===== config.mk =====
export PLATFORM = sky130hd
export DESIGN_NAME = json_token_lexer
export DESIGN_NICKNAME = d
export VERILOG_FILES = /design/src/design/jtl_pkg.sv /design/src/design/json_token_lexer.sv /design/src/design/jtl_core.sv
export SDC_FILE = /design/constraint.sdc
export NUM_CORES = 1
export LEC_CHECK = 0
export BUFFER_PORTS_ARGS = -buffer_cell sky130_fd_sc_hd__buf_2
export CAP_MARGIN = 30
export CORE_ASPECT_RATIO = 1.25
export CORE_MARGIN = 2
export CORE_UTILIZATION = 57
export DETAILED_ROUTE_END_ITERATION = 6
export PLACE_DENSITY = 0.78
export REMOVE_ABC_BUFFERS = 1
export SYNTH_ARGS = -nofsm -noshare
export SYNTH_HDL_FRONTEND = slang
export SYNTH_SLANG_ARGS = --single-unit

===== constraint.sdc =====
create_clock -name clk_i -period 6 [get_ports clk_i]
set_input_delay 0 -clock clk_i [delete_from_list [all_inputs] [get_ports clk_i]]
set_output_delay 0 -clock clk_i [all_outputs]
set_load 0.005 [all_outputs]

===== src/design/jtl_pkg.sv =====
// types, codes and character helpers of the json token lexer
// no dependencies; used by jtl_core, json_token_lexer, jtl_checker
`default_nettype none

package jtl_pkg;

  localparam int unsigned JtlMaxResults = 3;
  localparam int unsigned JtlFifoDepth  = 4;

  // lexer modes
  localparam logic [2:0] MODE_IDLE  = 3'd0;
  localparam logic [2:0] MODE_WS    = 3'd1;
  localparam logic [2:0] MODE_LIT   = 3'd2;
  localparam logic [2:0] MODE_STR   = 3'd3;
  localparam logic [2:0] MODE_NINT  = 3'd4;
  localparam logic [2:0] MODE_NFRAC = 3'd5;
  localparam logic [2:0] MODE_NEXP  = 3'd6;
  localparam logic [2:0] MODE_NEXPD = 3'd7;

  typedef enum logic [3:0] {
    CLS_END     = 4'd0,
    CLS_SPACE   = 4'd1,
    CLS_LBRACE  = 4'd2,
    CLS_RBRACE  = 4'd3,
    CLS_LBRACK  = 4'd4,
    CLS_RBRACK  = 4'd5,
    CLS_COMMA   = 4'd6,
    CLS_COLON   = 4'd7,
    CLS_STRING  = 4'd8,
    CLS_NUMBER  = 4'd9,
    CLS_BOOL    = 4'd10,
    CLS_NULL    = 4'd11,
    CLS_DISCARD = 4'd12,
    CLS_PENDING = 4'd13
  } cls_e;

  localparam logic [7:0] CHAR_NUL       = 8'h00;
  localparam logic [7:0] CHAR_TAB       = 8'h09;
  localparam logic [7:0] CHAR_LF        = 8'h0A;
  localparam logic [7:0] CHAR_CR        = 8'h0D;
  localparam logic [7:0] CHAR_SPACE     = 8'h20;
  localparam logic [7:0] CHAR_QUOTE     = 8'h22;
  localparam logic [7:0] CHAR_PLUS      = 8'h2B;
  localparam logic [7:0] CHAR_COMMA     = 8'h2C;
  localparam logic [7:0] CHAR_MINUS     = 8'h2D;
  localparam logic [7:0] CHAR_DOT       = 8'h2E;
  localparam logic [7:0] CHAR_COLON     = 8'h3A;
  localparam logic [7:0] CHAR_UPPER_E   = 8'h45;
  localparam logic [7:0] CHAR_LBRACK    = 8'h5B;
  localparam logic [7:0] CHAR_BACKSLASH = 8'h5C;
  localparam logic [7:0] CHAR_RBRACK    = 8'h5D;
  localparam logic [7:0] CHAR_LOWER_E   = 8'h65;
  localparam logic [7:0] CHAR_LBRACE    = 8'h7B;
  localparam logic [7:0] CHAR_RBRACE    = 8'h7D;

  typedef struct packed {
    logic       is_close;
    logic [7:0] out_byte;
    cls_e       token_class;
    logic       token_start;
    logic       last_result;
  } result_t;

  typedef struct packed {
    logic [2:0] mode;
    logic       esc;
    logic [2:0] cand;   // bit0 true, bit1 false, bit2 null
    logic [2:0] pos;
  } lex_state_t;

  function automatic result_t mk_res(logic close, logic [7:0] b, cls_e cls, logic start);
    result_t r;
    r.is_close    = close;
    r.out_byte    = b;
    r.token_class = cls;
    r.token_start = start;
    r.last_result = 1'b0;
    return r;
  endfunction

  function automatic logic is_ws(logic [7:0] c);
    return (c == CHAR_SPACE) || (c == CHAR_TAB) || (c == CHAR_CR) || (c == CHAR_LF);
  endfunction

  function automatic logic is_digit(logic [7:0] c);
    return (c >= 8'h30) && (c <= 8'h39);
  endfunction

  function automatic logic is_alpha(logic [7:0] c);
    return ((c >= 8'h61) && (c <= 8'h7A)) || ((c >= 8'h41) && (c <= 8'h5A));
  endfunction

  function automatic logic [7:0] char_true(logic [2:0] p);
    logic [7:0] r;
    case (p)
      3'd0:    r = 8'h74;
      3'd1:    r = 8'h72;
      3'd2:    r = 8'h75;
      3'd3:    r = 8'h65;
      default: r = CHAR_NUL;
    endcase
    return r;
  endfunction

  function automatic logic [7:0] char_false(logic [2:0] p);
    logic [7:0] r;
    case (p)
      3'd0:    r = 8'h66;
      3'd1:    r = 8'h61;
      3'd2:    r = 8'h6C;
      3'd3:    r = 8'h73;
      3'd4:    r = 8'h65;
      default: r = CHAR_NUL;
    endcase
    return r;
  endfunction

  function automatic logic [7:0] char_null(logic [2:0] p);
    logic [7:0] r;
    case (p)
      3'd0:    r = 8'h6E;
      3'd1:    r = 8'h75;
      3'd2:    r = 8'h6C;
      3'd3:    r = 8'h6C;
      default: r = CHAR_NUL;
    endcase
    return r;
  endfunction

  // narrow the literal candidates by one alphabetic byte (never nul)
  function automatic lex_state_t lit_step(lex_state_t s, logic [7:0] c);
    lex_state_t r;
    r = s;
    if (char_true(s.pos) != c)  r.cand[0] = 1'b0;
    if (char_false(s.pos) != c) r.cand[1] = 1'b0;
    if (char_null(s.pos) != c)  r.cand[2] = 1'b0;
    if (s.pos != 3'd7) r.pos = s.pos + 3'd1;
    return r;
  endfunction

  function automatic cls_e lit_class(lex_state_t s, logic ign_ws);
    cls_e r;
    if (s.cand[0] && s.pos == 3'd4)      r = CLS_BOOL;
    else if (s.cand[1] && s.pos == 3'd5) r = CLS_BOOL;
    else if (s.cand[2] && s.pos == 3'd4) r = CLS_NULL;
    else if (ign_ws)                     r = CLS_DISCARD;
    else                                 r = CLS_SPACE;
    return r;
  endfunction

endpackage

`default_nettype wire


===== src/design/json_token_lexer.sv =====
// top level of the json token lexer: input register, lexing step, result queue
// depends on jtl_pkg and jtl_core
// One ASCII byte is taken per transfer on the slave stream and registered; the
// registered byte is lexed against the current state, and its zero to three results
// enter a small result queue that drives the master stream. Bytes that give at most
// one result flow at one per cycle while the queue has room. A byte that gives two or
// three results (punctuation, or a close followed by a fresh token) puts that many
// results in the queue, and the input stalls while the queue of FifoDepth entries has
// fewer than three free places. The user must write the ignore_whitespace register
// through cfg_we_i/cfg_wdata_i only while the block is idle; the block does not enforce this.
`default_nettype none

module json_token_lexer import jtl_pkg::*; #(
  parameter int unsigned FifoDepth = JtlFifoDepth
) (
  input  logic       clk_i,
  input  logic       rst_ni,
  input  logic       cfg_we_i,
  input  logic       cfg_wdata_i,      // ignore_whitespace
  input  logic       s_axis_tvalid_i,
  output logic       s_axis_tready_o,
  input  logic [7:0] s_axis_tdata_i,   // [7:0] in_byte
  output logic       m_axis_tvalid_o,
  input  logic       m_axis_tready_i,
  output logic [7:0] m_axis_tdata_o,   // [7:0] out_byte
  output logic [5:0] m_axis_tuser_o,   // [0] is_close, [4:1] token_class, [5] token_start
  output logic       m_axis_tlast_o    // last_result
);

  localparam int unsigned PtrW = (FifoDepth > 1) ? $clog2(FifoDepth) : 1;
  localparam int unsigned CntW = $clog2(FifoDepth + 1);

  logic             ign_ws_q;
  logic             s1_valid_q;
  logic [7:0]       s1_byte_q;
  lex_state_t       state_q, state_d;
  result_t          res [JtlMaxResults];
  logic [1:0]       res_cnt;
  result_t          fifo_q [FifoDepth];
  logic [PtrW-1:0]  wr_q, wr_d, rd_q, rd_d;
  logic [CntW-1:0]  count_q, count_d;
  logic             s1_fire, in_fire, pop;
  logic [1:0]       push_n;
  result_t          head;

  jtl_core u_core (
    .state_i  (state_q),
    .byte_i   (s1_byte_q),
    .ign_ws_i (ign_ws_q),
    .state_o  (state_d),
    .res_o    (res),
    .count_o  (res_cnt)
  );

  function automatic logic [PtrW-1:0] ptr_add(logic [PtrW-1:0] p, logic [1:0] k);
    logic [PtrW+1:0] s;
    s = {2'b00, p} + {{PtrW{1'b0}}, k};
    if (s >= (PtrW+2)'(FifoDepth)) s = s - (PtrW+2)'(FifoDepth);
    return s[PtrW-1:0];
  endfunction

  // room for the worst-case three results of the registered byte
  assign s1_fire         = s1_valid_q &&
                           (count_q <= CntW'(FifoDepth - JtlMaxResults));
  assign s_axis_tready_o = !s1_valid_q || s1_fire;
  assign in_fire         = s_axis_tvalid_i && s_axis_tready_o;
  assign push_n          = s1_fire ? res_cnt : 2'd0;
  assign pop             = m_axis_tvalid_o && m_axis_tready_i;

  assign wr_d    = ptr_add(wr_q, push_n);
  assign rd_d    = pop ? ptr_add(rd_q, 2'd1) : rd_q;
  assign count_d = count_q + CntW'(push_n) - CntW'(pop);

  assign head            = fifo_q[rd_q];
  assign m_axis_tvalid_o = (count_q != '0);
  assign m_axis_tdata_o  = head.out_byte;
  assign m_axis_tuser_o  = {head.token_start, head.token_class, head.is_close};
  assign m_axis_tlast_o  = head.last_result;

  always_ff @(posedge clk_i or negedge rst_ni) begin
    if (!rst_ni) begin
      ign_ws_q   <= 1'b0;
      s1_valid_q <= 1'b0;
      state_q    <= '{mode: MODE_IDLE, esc: 1'b0, cand: 3'b111, pos: 3'd0};
      wr_q       <= '0;
      rd_q       <= '0;
      count_q    <= '0;
    end else begin
      if (cfg_we_i) ign_ws_q <= cfg_wdata_i;
      if (s_axis_tready_o) s1_valid_q <= s_axis_tvalid_i;
      if (s1_fire) state_q <= state_d;
      wr_q    <= wr_d;
      rd_q    <= rd_d;
      count_q <= count_d;
    end
  end

  always_ff @(posedge clk_i) begin
    if (in_fire) s1_byte_q <= s_axis_tdata_i;
    for (int k = 0; k < JtlMaxResults; k++) begin
      if (2'(k) < push_n) fifo_q[ptr_add(wr_q, 2'(k))] <= res[k];
    end
  end

endmodule

`default_nettype wire


===== src/design/jtl_core.sv =====
// one-byte lexing step: results and next lexer state from current state
// depends on jtl_pkg
`default_nettype none

module jtl_core import jtl_pkg::*; (
  input  lex_state_t state_i,
  input  logic [7:0] byte_i,
  input  logic       ign_ws_i,
  output lex_state_t state_o,
  output result_t    res_o [JtlMaxResults],
  output logic [1:0] count_o
);

  always_comb begin
    lex_state_t ns;
    logic       fresh;
    logic [1:0] n;
    logic [7:0] c;
    cls_e       punct;
    logic       is_punct;

    c     = byte_i;
    ns    = state_i;
    fresh = 1'b1;
    n     = 2'd0;
    for (int k = 0; k < JtlMaxResults; k++) begin
      res_o[k] = mk_res(1'b0, CHAR_NUL, CLS_END, 1'b0);
    end

    case (state_i.mode)
      MODE_STR: begin
        fresh = 1'b0;
        if (c == CHAR_NUL) begin
          res_o[n] = mk_res(1'b1, CHAR_NUL, CLS_STRING, 1'b0); n = n + 2'd1;
          ns.mode = MODE_IDLE;
          ns.esc  = 1'b0;
          res_o[n] = mk_res(1'b1, CHAR_NUL, CLS_END, 1'b0); n = n + 2'd1;
        end else begin
          res_o[n] = mk_res(1'b0, c, CLS_STRING, 1'b0); n = n + 2'd1;
          if (state_i.esc) begin
            ns.esc = 1'b0;
          end else if (c == CHAR_BACKSLASH) begin
            ns.esc = 1'b1;
          end else if (c == CHAR_QUOTE) begin
            res_o[n] = mk_res(1'b1, CHAR_NUL, CLS_STRING, 1'b0); n = n + 2'd1;
            ns.mode = MODE_IDLE;
          end
        end
      end
      MODE_WS: begin
        if (is_ws(c)) begin
          res_o[n] = mk_res(1'b0, c, CLS_SPACE, 1'b0); n = n + 2'd1;
          fresh = 1'b0;
        end else begin
          res_o[n] = mk_res(1'b1, CHAR_NUL, CLS_SPACE, 1'b0); n = n + 2'd1;
          ns.mode = MODE_IDLE;
        end
      end
      MODE_LIT: begin
        if (is_alpha(c)) begin
          ns = lit_step(state_i, c);
          res_o[n] = mk_res(1'b0, c, CLS_PENDING, 1'b0); n = n + 2'd1;
          fresh = 1'b0;
        end else begin
          res_o[n] = mk_res(1'b1, CHAR_NUL, lit_class(state_i, ign_ws_i), 1'b0);
          n = n + 2'd1;
          ns.mode = MODE_IDLE;
        end
      end
      MODE_NINT, MODE_NFRAC, MODE_NEXP, MODE_NEXPD: begin
        fresh = 1'b0;
        case (state_i.mode)
          MODE_NINT: begin
            if (is_digit(c)) ns.mode = MODE_NINT;
            else if (c == CHAR_DOT) ns.mode = MODE_NFRAC;
            else if (c == CHAR_LOWER_E || c == CHAR_UPPER_E) ns.mode = MODE_NEXP;
            else fresh = 1'b1;
          end
          MODE_NFRAC: begin
            if (is_digit(c)) ns.mode = MODE_NFRAC;
            else if (c == CHAR_LOWER_E || c == CHAR_UPPER_E) ns.mode = MODE_NEXP;
            else fresh = 1'b1;
          end
          MODE_NEXP: begin
            if (c == CHAR_PLUS || c == CHAR_MINUS || is_digit(c)) ns.mode = MODE_NEXPD;
            else fresh = 1'b1;
          end
          default: begin
            if (!is_digit(c)) fresh = 1'b1;
          end
        endcase
        if (fresh) begin
          res_o[n] = mk_res(1'b1, CHAR_NUL, CLS_NUMBER, 1'b0); n = n + 2'd1;
          ns.mode = MODE_IDLE;
        end else begin
          res_o[n] = mk_res(1'b0, c, CLS_NUMBER, 1'b0); n = n + 2'd1;
        end
      end
      default: begin
        ns.mode = MODE_IDLE;
      end
    endcase

    // byte that opens a token, or the one that closed the previous token
    is_punct = 1'b1;
    case (c)
      CHAR_LBRACE: punct = CLS_LBRACE;
      CHAR_RBRACE: punct = CLS_RBRACE;
      CHAR_LBRACK: punct = CLS_LBRACK;
      CHAR_RBRACK: punct = CLS_RBRACK;
      CHAR_COMMA:  punct = CLS_COMMA;
      CHAR_COLON:  punct = CLS_COLON;
      default: begin
        punct    = CLS_END;
        is_punct = 1'b0;
      end
    endcase

    if (fresh) begin
      ns.mode = MODE_IDLE;
      if (c == CHAR_NUL) begin
        res_o[n] = mk_res(1'b1, CHAR_NUL, CLS_END, 1'b0); n = n + 2'd1;
      end else if (is_ws(c)) begin
        if (!ign_ws_i) begin
          res_o[n] = mk_res(1'b0, c, CLS_SPACE, 1'b1); n = n + 2'd1;
          ns.mode = MODE_WS;
        end
      end else if (is_punct) begin
        res_o[n] = mk_res(1'b0, c, punct, 1'b1); n = n + 2'd1;
        res_o[n] = mk_res(1'b1, CHAR_NUL, punct, 1'b0); n = n + 2'd1;
      end else if (c == CHAR_QUOTE) begin
        res_o[n] = mk_res(1'b0, c, CLS_STRING, 1'b1); n = n + 2'd1;
        ns.esc  = 1'b0;
        ns.mode = MODE_STR;
      end else if (c == CHAR_MINUS || is_digit(c)) begin
        res_o[n] = mk_res(1'b0, c, CLS_NUMBER, 1'b1); n = n + 2'd1;
        ns.mode = MODE_NINT;
      end else if (is_alpha(c)) begin
        ns.cand = 3'b111;
        ns.pos  = 3'd0;
        ns      = lit_step(ns, c);
        res_o[n] = mk_res(1'b0, c, CLS_PENDING, 1'b1); n = n + 2'd1;
        ns.mode = MODE_LIT;
      end
    end

    if (n != 2'd0) res_o[n - 2'd1].last_result = 1'b1;

    state_o = ns;
    count_o = n;
  end

endmodule

`default_nettype wire


Word-level counts from Yosys, hierarchy flattened --
Memories as Yosys holds them, arrays and structs flattened. Index checks and enable logic that the tools add are counted.
Operators by class: equality and inequality tests 43, magnitude comparators 21, add/sub/neg operators 15, reduce and logical (&&, ||, !) cells 31, mux-type cells 145, bitwise gates (word level) 6
Operators with widths (number):
- $mux W45 | 9
- $bwmux W45 | 7
- $mux W8 | 27
- $mux W15 | 9
- $demux W15 S2 | 3
- $pmux W15 S4 | 1
- $eq A8 B6 Y1 const B | 7
- $eq A8 B7 Y1 const B | 7
- $ne A8 B8 Y1 | 6
- $and A42 B42 Y42 | 1
- $mux W2 | 21
- $mux W3 | 14
- $not A42 Y42 | 1
- $pmux W7 S5 | 1
- $mux W10 | 3
- $mux W30 | 1
- $mux W4 | 7
- $pmux W7 S4 | 1
- $mux W1 | 26
- $eq A8 B4 Y1 const B | 3
- $ge A3 B3 Y1 const B | 7
- $mux W7 | 3
- $pmux W7 S3 | 1
- $eq A3 B3 Y1 const B | 6
- 48 further kinds | 89
Word-level totals: output and inout bits 17, memories kept 1, bits in registers 27, input bits 14, memory bits (writable) 60, logic and storage cells 272
Memories:
- fifo_q | depth 4, bits a word 15, read ports 1, clocked after Yosys merged registers in 0, wr ports 3, line json_token_lexer.sv:39 | result_t fifo_q [FifoDepth];

Longest topological paths before layout --
word-level depth 22, mapped depth 17

Hierarchy --
A second synthesis with hierarchy kept.
Second synthesis, totals: cell total of the unflattened synthesis 812, area total of the unflattened synthesis 7407.1 um^2
Modules (own cells, without submodules):
- json_token_lexer | area each 5237.5 um^2, cells an instance 457, instances 1
- jtl_core | area each 2169.6 um^2, cells an instance 355, instances 1

Worst setup path after synthesis --
OpenSTA, ideal clock, no wires.
path type flip-flop to flip-flop, from register s1_byte_q[2], to memory fifo_q[0][0] in the netlist's numbering, enable pin, slack -148 ps, buffers on the path 2, stages on the path, launching flop included 14, data required time 5530 ps, arrival time 5677 ps, library setup time 470 ps, cell sequence edfxtp_1 > buf_2 > or4b_2 > nor3_1 > o21ai_0 > nand2_1 > ha_1 > clkbuf_1 > nor2_1 > o2bb2ai_1 > o211ai_2 > nand2_1 > nand2_1 > a2111oi_0
RTL lines:
- from (decl) | line json_token_lexer.sv:35 | logic [7:0] s1_byte_q;
- from (signal assigned) | line json_token_lexer.sv:99 | if (in_fire) s1_byte_q <= s_axis_tdata_i;
- to (decl) | line json_token_lexer.sv:39

==> flow_summary_export.csv <==
group,metric,value,unit
layout,filler_cell_count,897,
logic_synthesis,yosysWarnings,0,
logic_synthesis,synth_enable_flop_cells,68,
layout,most-common-layout-cells,"75 x nand2_1, 68 x edfxtp_1, 46 x nor2_1",
route,starting_drt_drc_count,803,
logic_synthesis,synthesis.instances,653,
global_route,initial_antenna_violation_count,0,
timing,hold_viol,0,
timing,setup_viol,0,
run,drv_cap,0,
setup_path,cpMaxStageDelayCell,"or4b_2",
timing,post-route-worst-setup-slack,0.8288,ns
route,average_routed_wire_per_standard_cell,23.09,um
global_route,global_route.overflow_total,0,
timing,relative_max_transition_margin,31.42,%
timing,worst-slew-pin-transition,1.022,ns
die,io-pin-count,31,
timing,clock_skew,0.008312,ns
power_and_ir_drop,ir_drop,0.2043,mV
clock_tree,ctsResizeCount,0,
global_route,grt_util_all_layers,31.90,%
global_route,maximum_number_of_pins_on_one_net_before_global_route_repair,24,
logic_synthesis,synth.ff_latch_count,87,
clock_tree,cts_h_tree_lvls,3,
layout,final_core_utilization,64.01,%
die,core,0.01098,sq mm
clock_tree,clk_transition_reported_paths,0.07,ns
power_and_ir_drop,power.share.sequential,31.9,%
layout,area_growth_syn_to_layout,10.86,%
place,dp.final_hpwl,13.54,mm
place,finalWeightedCongestion,0.9895,
route,remaining_drc_errors,0,
place,pre_cts_ws,0.9607,ns
clock_tree,cts-root-buf,"clkbuf_16",
route,num_vias,5739,
logic_synthesis,async_reset_ff_share,21.84,%
power_and_ir_drop,clock_power_share,18.9,%
layout,post-route-cell-area,0.007025,sq mm
global_route,via_count_of_the_first_global_routing_pass,5649,
timing,timing.hold.ws,0.02014,ns
timing,unrepaired_setup_endpoints_after_global_routing,"no",
layout,post_route_cells_drive_above_1_share,14.29,%
clock_tree,cts.repair_timing.setup_buffer_count,0,
die,die_height,121.9,um
power_and_ir_drop,combPwrFrac,49.2,%
die,die_w,98.31,um
power_and_ir_drop,report.power.total,3.166,mW
clock_tree,clk_latency,0.36,ns
setup_path,cp_cell_sequence,"or4b_2 > nor3_1 > o21ai_0 > nand2_1 > ha_1 > nor2_1 > o2bb2ai_1 > o211ai_2 > a21oi_2 > o2111ai_1 > o32ai_1",
hold_path,holdCritPathClass,"in -> reg",
route,drt-total-wl,18.79,mm
timing,drv_slew,0,
setup_path,worstSetupEndpointType,"register",
route,detail-route-antenna-nets,0,
power_and_ir_drop,power_leakage,2.518,nW
place,placedInstanceArea,0.006593,sq mm
layout,antenna-diode-count,0,
setup_path,start_kind,"register",
global_route,global_route_wire_length_before_repair,29.86,mm
power_and_ir_drop,power.switching_fraction,43.23,%
setup_path,worstPathArrival,5.32,ns
clock_tree,cts.sink_count,87,
layout,nNetsFinal,703,
logic_synthesis,mappedNetlistArea,0.006337,sq mm
setup_path,slowest_delay,0.79,ns
layout,final_common_cell,"nand2_1",
clock_tree,cts-buffers-inserted,9,
place,port-buffer-count,30,
clock_tree,cts.path.max_buffers,2,
clock_tree,post_cts_hold_buffer_count,12,
timing,timing.fmax,193.4,MHz
timing,fin_setup_tns,0,ns
power_and_ir_drop,power_density,450.6,mW/mm^2
status,run_status,"finished clean",
die,floorplan.initialDensity,57.74,%
logic_synthesis,synth_area_per_cell,9.705,sq um
clock_tree,tritoncts,"done",
route,drtPass1Iterations,6,
setup_path,worst_setup_path_type,"reg -> reg",
logic_synthesis,ys.flop_type,"edfxtp_1",
timing,final_min_period_over_clock_period,86.19,%
setup_path,critPathRequiredTime,6.15,ns
die,row_count,43,
layout,final-instance-count-excl-fill,814,
place,place.detailed.instances,786,
logic_synthesis,post_synth_num_cell_types,80,
logic_synthesis,ys_seq_area_share,39.78,%
power_and_ir_drop,internal-power,1.797,mW
setup_path,critical_path_peak_fanout,23,
route,route.detailed.vias_per_inst,7.050,
timing,finalWorstPathRequiredPeriod,5.171,ns
power_and_ir_drop,netSwitchingPower,1.369,mW
die,design.die.area,0.01198,sq mm
==> per-layer routing <==
metal  vias up  part of all wire, %  global-route usage (%)
met5         -                    0                       0
met4         0                  4.5                   17.38
met3        73                  7.8                   5.336
met2       368                   50                   54.17
met1      2717                   38                   38.81
li1       2581                    -                       -
==> cell usage after synthesis (all sizes together) (4+ instances only) <==
master | number | share of area [%]
nand4 | 7 | 0.69
a21o | 4 | 0.47
nor3 | 21 | 1.7
nand2b | 6 | 0.59
o211ai | 12 | 1.5
nor2b | 5 | 0.49
mux2 | 7 | 1.2
a31oi | 9 | 0.89
a21oi | 27 | 2.4
a2111oi | 5 | 0.79
a21boi | 4 | 0.47
a211oi | 4 | 0.47
o2111ai | 4 | 0.55
nor3b | 9 | 1.1
a32o | 4 | 0.63
o31ai | 8 | 0.95
clkbuf | 28 | 1.7
nand3 | 21 | 1.7
mux4 | 15 | 5.3
inv | 20 | 1.2
o21ai | 31 | 2.4
xnor2 | 10 | 1.4
nor2 | 47 | 2.8
and2 | 13 | 1.3
o2bb2ai | 4 | 0.55
o22ai | 22 | 2.2
o32ai | 12 | 1.7
nand2 | 75 | 4.4
dfrtp | 16 | 6.3
ha | 14 | 2.8
mux2i | 36 | 5.7
edfxtp | 68 | 32
nor4 | 6 | 0.83
buf | 14 | 1.1
or3 | 7 | 0.69
==> cell type report <==
class	count	area, sq um	area share, %
clock buffer	9	225.2	3.206
clock inverter	7	87.58	1.247
inverter	22	82.58	1.175
multi-input combinational	502	3575	50.88
sequential	87	2521	35.89
tap	135	168.9	2.404
timing repair buffer	52	365.4	5.200
==> cells by family after synthesis <==
| family | Yosys count | synth area share, % |
|---|---|---|
| AO/OA/AOI/OAI | 181 | 20.41 |
| XOR/XNOR | 13 | 1.797 |
| AND/OR/NAND/NOR | 235 | 18.58 |
| buffers and inverters | 64 | 4.087 |
| multiplexers | 58 | 12.26 |
| flip-flops | 87 | 39.78 |
| adder cells (fa/ha/maj) | 15 | 3.080 |
==> registers in the layout, indices dropped and copies added, names as in the netlist <==
name and flops:
count_q 3, fifo_q 60, ign_ws_q 1, rd_q 2, s1_byte_q 8, s1_valid_q 1
state_q 10, wr_q 2
==> final timing paths <==
kind	startpoint	end	cells past startpoint	slack [ns]
max	s1_byte_q[2]	fifo_q[0][10]	11	0.83
min	m_axis_tready_i	rd_q[0]	3	0.02
max reg2reg	s1_byte_q[2]	fifo_q[0][10]	11	0.83
min reg2reg	state_q[5]	state_q[5]	1	0.51
max in group asynchronous	rst_ni	state_q[5]	2	5.48
min in group asynchronous	rst_ni	count_q[1]	2	0.15
==> worst max-delay path, delay by kind of cell (launching register included) <==
family	cells	cell delay, ns
and+or+nand+nor	4	1.46
DFF	1	0.68
adders and majority gates	1	0.60
AOI/OAI and AO/OA	6	2.21
==> power groups by stage <==
| stage | Clock, mW | Combinational (mW) | Sequential, mW |
|---|---|---|---|
| 4_1_cts | 0.597 | 1.53 | 1.00 |
| 3_3_place_gp | 0 | 1.42 | 1.03 |
| 2_1_floorplan | 0 | 1.04 | 0.986 |
| 6_report | 0.599 | 1.56 | 1.01 |
| 3_5_place_dp | 0 | 1.52 | 1.02 |
| 5_1_grt | 0.622 | 1.70 | 1.03 |
(Power assumes the default switching activity.)
